$ cat src/sv/lavm_pkg.sv
// shared constants, types and index tables for the look-at view matrix pipeline
package lavm_pkg;

    localparam int IN_W       = 32;
    localparam int BW         = 16;
    localparam int QSHIFT     = 14;
    localparam int ONE_Q      = 16384;
    localparam int HALF_Q     = 8192;

    localparam int VEC_W      = 34;
    localparam int MAG_W      = 34;
    localparam int POS_W      = 6;
    localparam int NRM_W      = 30;
    localparam int NRM_TOP    = 29;
    localparam int SQ_W       = 60;
    localparam int SUM_W      = 62;
    localparam int SQ_STEPS   = 31;
    localparam int SQ_REM_W   = 33;
    localparam int SQ_ROOT_W  = 31;
    localparam int NUM_W      = 45;
    localparam int DIV_STEPS  = 15;
    localparam int DIV_REM_W  = 31;
    localparam int NORM_LAT   = 5 + SQ_STEPS + 1 + DIV_STEPS + 1;

    localparam int PP_W       = 2 * BW;
    localparam int PROD_W     = BW + IN_W;
    localparam int TR_W       = 50;

    localparam int S_DATA_W   = 9 * IN_W;
    localparam int M_DATA_W   = 9 * BW + 3 * IN_W;
    localparam int OUT_DEPTH  = 2;

    localparam int NXT [3] = '{1, 2, 0};
    localparam int PRV [3] = '{2, 0, 1};

    typedef logic signed [BW-1:0]    comp_t;
    typedef logic signed [VEC_W-1:0] vin_t;
    typedef logic signed [IN_W-1:0]  coord_t;

endpackage

$ cat src/sv/lavm_dly.sv
// fixed-depth delay line with shared advance enable
module lavm_dly #(
    parameter int W = lavm_pkg::IN_W,
    parameter int D = lavm_pkg::NORM_LAT
) (
    input  logic         clk,
    input  logic         en,
    input  logic [W-1:0] din,
    output logic [W-1:0] dout
);
    import lavm_pkg::*;

    logic [W-1:0] sr_reg [D];

    always_ff @(posedge clk)
    begin
        if (en)
        begin
            sr_reg[0] <= din;
            for (int k = 1; k < D; k++)
            begin
                sr_reg[k] <= sr_reg[k-1];
            end
        end
    end

    assign dout = sr_reg[D-1];

endmodule

$ cat config.mk
export PLATFORM = sky130hd
export DESIGN_NAME = lavm_dly
export DESIGN_NICKNAME = d
export VERILOG_FILES = /design/src/sv/lavm_pkg.sv /design/src/sv/lavm_dly.sv
export SDC_FILE = /design/constraint.sdc
export NUM_CORES = 1
export LEC_CHECK = 0
export BUFFER_PORTS_ARGS = -buffer_cell sky130_fd_sc_hd__buf_2
export CAP_MARGIN = 20
export CELL_PAD_IN_SITES_DETAIL_PLACEMENT = 0
export CELL_PAD_IN_SITES_GLOBAL_PLACEMENT = 1
export CORE_MARGIN = 2
export CORE_UTILIZATION = 56
export DETAILED_ROUTE_END_ITERATION = 10
export HOLD_SLACK_MARGIN = 0.1
export PLACE_DENSITY_LB_ADDON = 0.1
export SYNTH_ARGS = -nofsm -noshare
export SYNTH_HDL_FRONTEND = slang
export SYNTH_SLANG_ARGS = --single-unit
$ cat constraint.sdc
create_clock -name clk -period 0.9 [get_ports clk]
set_input_delay 0.18 -clock clk [delete_from_list [all_inputs] [get_ports clk]]
set_output_delay 0.18 -clock clk [all_outputs]
set_load 0.005 [all_outputs]
==> summary.md <==
| Metric | Value |
|---|---|
| CP delay by family, top | flip-flops |
| Drt pass-1 iters | 4 |
| Final worst slack | -0.508 ns |
| Synthesized flop and latch total | 1696 |
| Post-DP Area | roughly 0.054 sq mm |
| Global route overflow | 0 |
| Sequential element share of the synthesized area | 1.00 |
| Share of the synthesized area in the top cell type | 1.00 |
| Root Buffer Master | clkbuf_16 |
| Core box area | ~0.09 sq mm |
| Peak supply drop | 2100 uV |
| DRC violations left | 0 |
| Routed wire length | about 54000 um |
| Setup tns final | -19.05 ns |
| Maximum clock rate | approximately 710 MHz |
| Hold Violations, Final | 0 |
| Startpoint Class | flip-flop |
| CP endpoint kind | output port |
| Die H | between 300 and 400 um |
| Synth top area cells | edfxtp_1 (100%) |
| Max-cap violations | 0 |
| Status | complete, but fails checks |
| Die width | about 300 um |
| Reg clk slew, reported paths | about 0.06 ns |
| Synth area leader | edfxtp_1 |
| Worst path cell trace | buf_2 |
| Pleak | roughly 20 nW |
| Final Max Slew Viols | 0 |
| Worst-path fanout max | 1 |
| Relative slew slack | 0.658 |
| Multi-input gates | 0 |
| Area delta synth->final | 17.3% |
| Switch share | 0.183 |
| Slowest cell delay on critical path | between 0.3 and 0.4 ns |
| Tmin final | roughly 1.4 ns |
| Worst-Margin Slew | 0.512 ns |
| Largest net degree at the start of global routing | 79 |
| Clock Latency Late Sink | 0.72 ns |
| Post-DR wirelength/cell | 16.0 um |
| Clock Sinks | approximately 1700 |
| Layout Skew | roughly 0.021 ns |
| Share of layout cells above drive strength 1 | 0.180 |
| FP Rows | 110 |
| Clock share of power | 0.400 |
| Synth warn | 0 |
| Gate power share | 0.015 |
| Final nets | between 2000 and 2500 |
| Post-Syn Instances | roughly 1700 |
| Buf+Inv Stages, Crit Path | 1 |
| Hold crit path type | input pin to flip-flop |
| Netlist cell types | 1 |
| Pwr dens | between 2000 and 3000 mW/mm^2 |
| All-Layer GR Usage | 0.118 |
| Clk buf depth | 3 |
| Critical Path Slowest Stage Cell | edfxtp_1 |
| Critical setup path kind | flip-flop to output port |
| Core Util, Final | 0.664 |
| Post-Syn Area | between 0.05 and 0.06 sq mm |
| Max FFs per register | 1696 |
| Via count | ~17000 |
| Die footprint | roughly 0.093 sq mm |
| Detailed Place HPWL | roughly 25000 um |
| Syn_nets | between 1500 and 2000 |
| Cts bufs inserted | between 150 and 200 |
| Port Buffer Count | 65 |
| H-tree depth | 4 |
| Sw Pwr | around 29 mW |
| Detailed Route Iter0 Violations | between 1000 and 1500 |
| Final Cycle Share | 1.56 |
| Initial antenna violation count | 1 |
| Gpl congestion | about 0.63 |
| Failing checks | setup timing |
| Antenna Cells | 0 |
| CTS tree | done |
| Avg Cell Area, Syn | 30.0 sq um |
| Multi-input logic area | 0 sq um |
| Final Cell Area | ~0.060 sq mm |
| Req. time, crit path | about 0.72 ns |
| Post-DRT Antenna Nets | 0 |
| Initial Util | 0.566 |
| First-pass GRT wire length | 86900 um |
| Vias in the first global route | approximately 17000 |
| Unrepaired setup endpoints after global routing | yes |
| Vias per cell | 4.91 |
| Critical path arrival | 1.23 ns |
| P_int | 130 mW |
| I/O pin cnt | between 60 and 70 |
| Fill count | 5623 |
| Setup violators final | between 80 and 90 |
| Register share of total power | 0.585 |
worst paths after layout:
path / start / end / slack [ns] / cells after the start
hold / removal: en / sr_reg[13][10]$_DFFE_PP_ / 0.06 / 2
setup / recovery: sr_reg[52][23]$_DFFE_PP_ / dout[23] / -0.51 / 1
setup reg to reg: sr_reg[27][4]$_DFFE_PP_ / sr_reg[28][4]$_DFFE_PP_ / 0.16 / 0
hold reg to reg: sr_reg[42][12]$_DFFE_PP_ / sr_reg[43][12]$_DFFE_PP_ / 0.40 / 0
per-layer routing:
layer	GRT usage	part of all wire
met1	0.172	0.49
met2	0.166	0.44
met3	0.0357	0.047
met4	0.0549	0.029
met5	0	0
cell usage in the layout, fill, tap and decap left out, drive strengths merged:
| cell type | instances |
|---|---|
| clkbuf | 207 |
| clkinvlp | 3 |
| buf | 178 |
| bufinv | 10 |
| edfxtp | 1696 |
| dlymetal6s2s | 1 |
| dlygate4sd3 | 57 |
| clkinv | 74 |
| inv | 2 |
Yosys cell counts, drive strengths merged:
master / n
edfxtp: 1696
what timing repair did:
action / 4_1_cts / 5_1_grt
endpoints found under the hold margin: 375 / 167
hold buffers: 55 / 9
setup endpoints to repair: 32 / 223
gates cloned: 0 / 2
resized for setup: 0 / 9
buffers inserted: 0 / 3
area by class of cell:
class / count / area [sq um] / area share
Sequential cell: 1696 / 50900 / 0.852
Clock buffer: 204 / 4380 / 0.0733
Timing Repair Buffer: 239 / 2310 / 0.0386
Tap cell: 1176 / 1470 / 0.0246
Clock inverter: 89 / 673 / 0.0113
power groups by stage:
stage          sequential (mW)  clock [mW]  combinational [mW]
4_1_cts                   93.2        66.1                2.44
5_1_grt                   93.4        69.2                2.71
2_1_floorplan             94.3           0                   0
3_3_place_gp              94.5           0                2.11
6_report                  93.1        63.6                2.45
3_5_place_dp              94.7           0                2.26
metrics by stage:
stage	hold slack, ns	total power [mW]	worst slack (ns)	std cells
6_report	0.0557	159	-0.508	3404
5_1_grt	0.0225	165	-0.590	3404
4_1_cts	-0.0849	162	-0.592	3395
3_5_place_dp	0.358	97.0	-0.334	3047
3_3_place_gp	0.358	96.6	-0.303	3047
2_1_floorplan	0.279	94.3	0.311	1696
logic make-up (layout without fill, tap and decap cells):
logic type | after synthesis | after routing | synth area share
buffers and inverters | 0 | 532 | 0
flip-flops | 1696 | 1696 | 1.00
No activity file was read; power rests on OpenSTA's default activity.
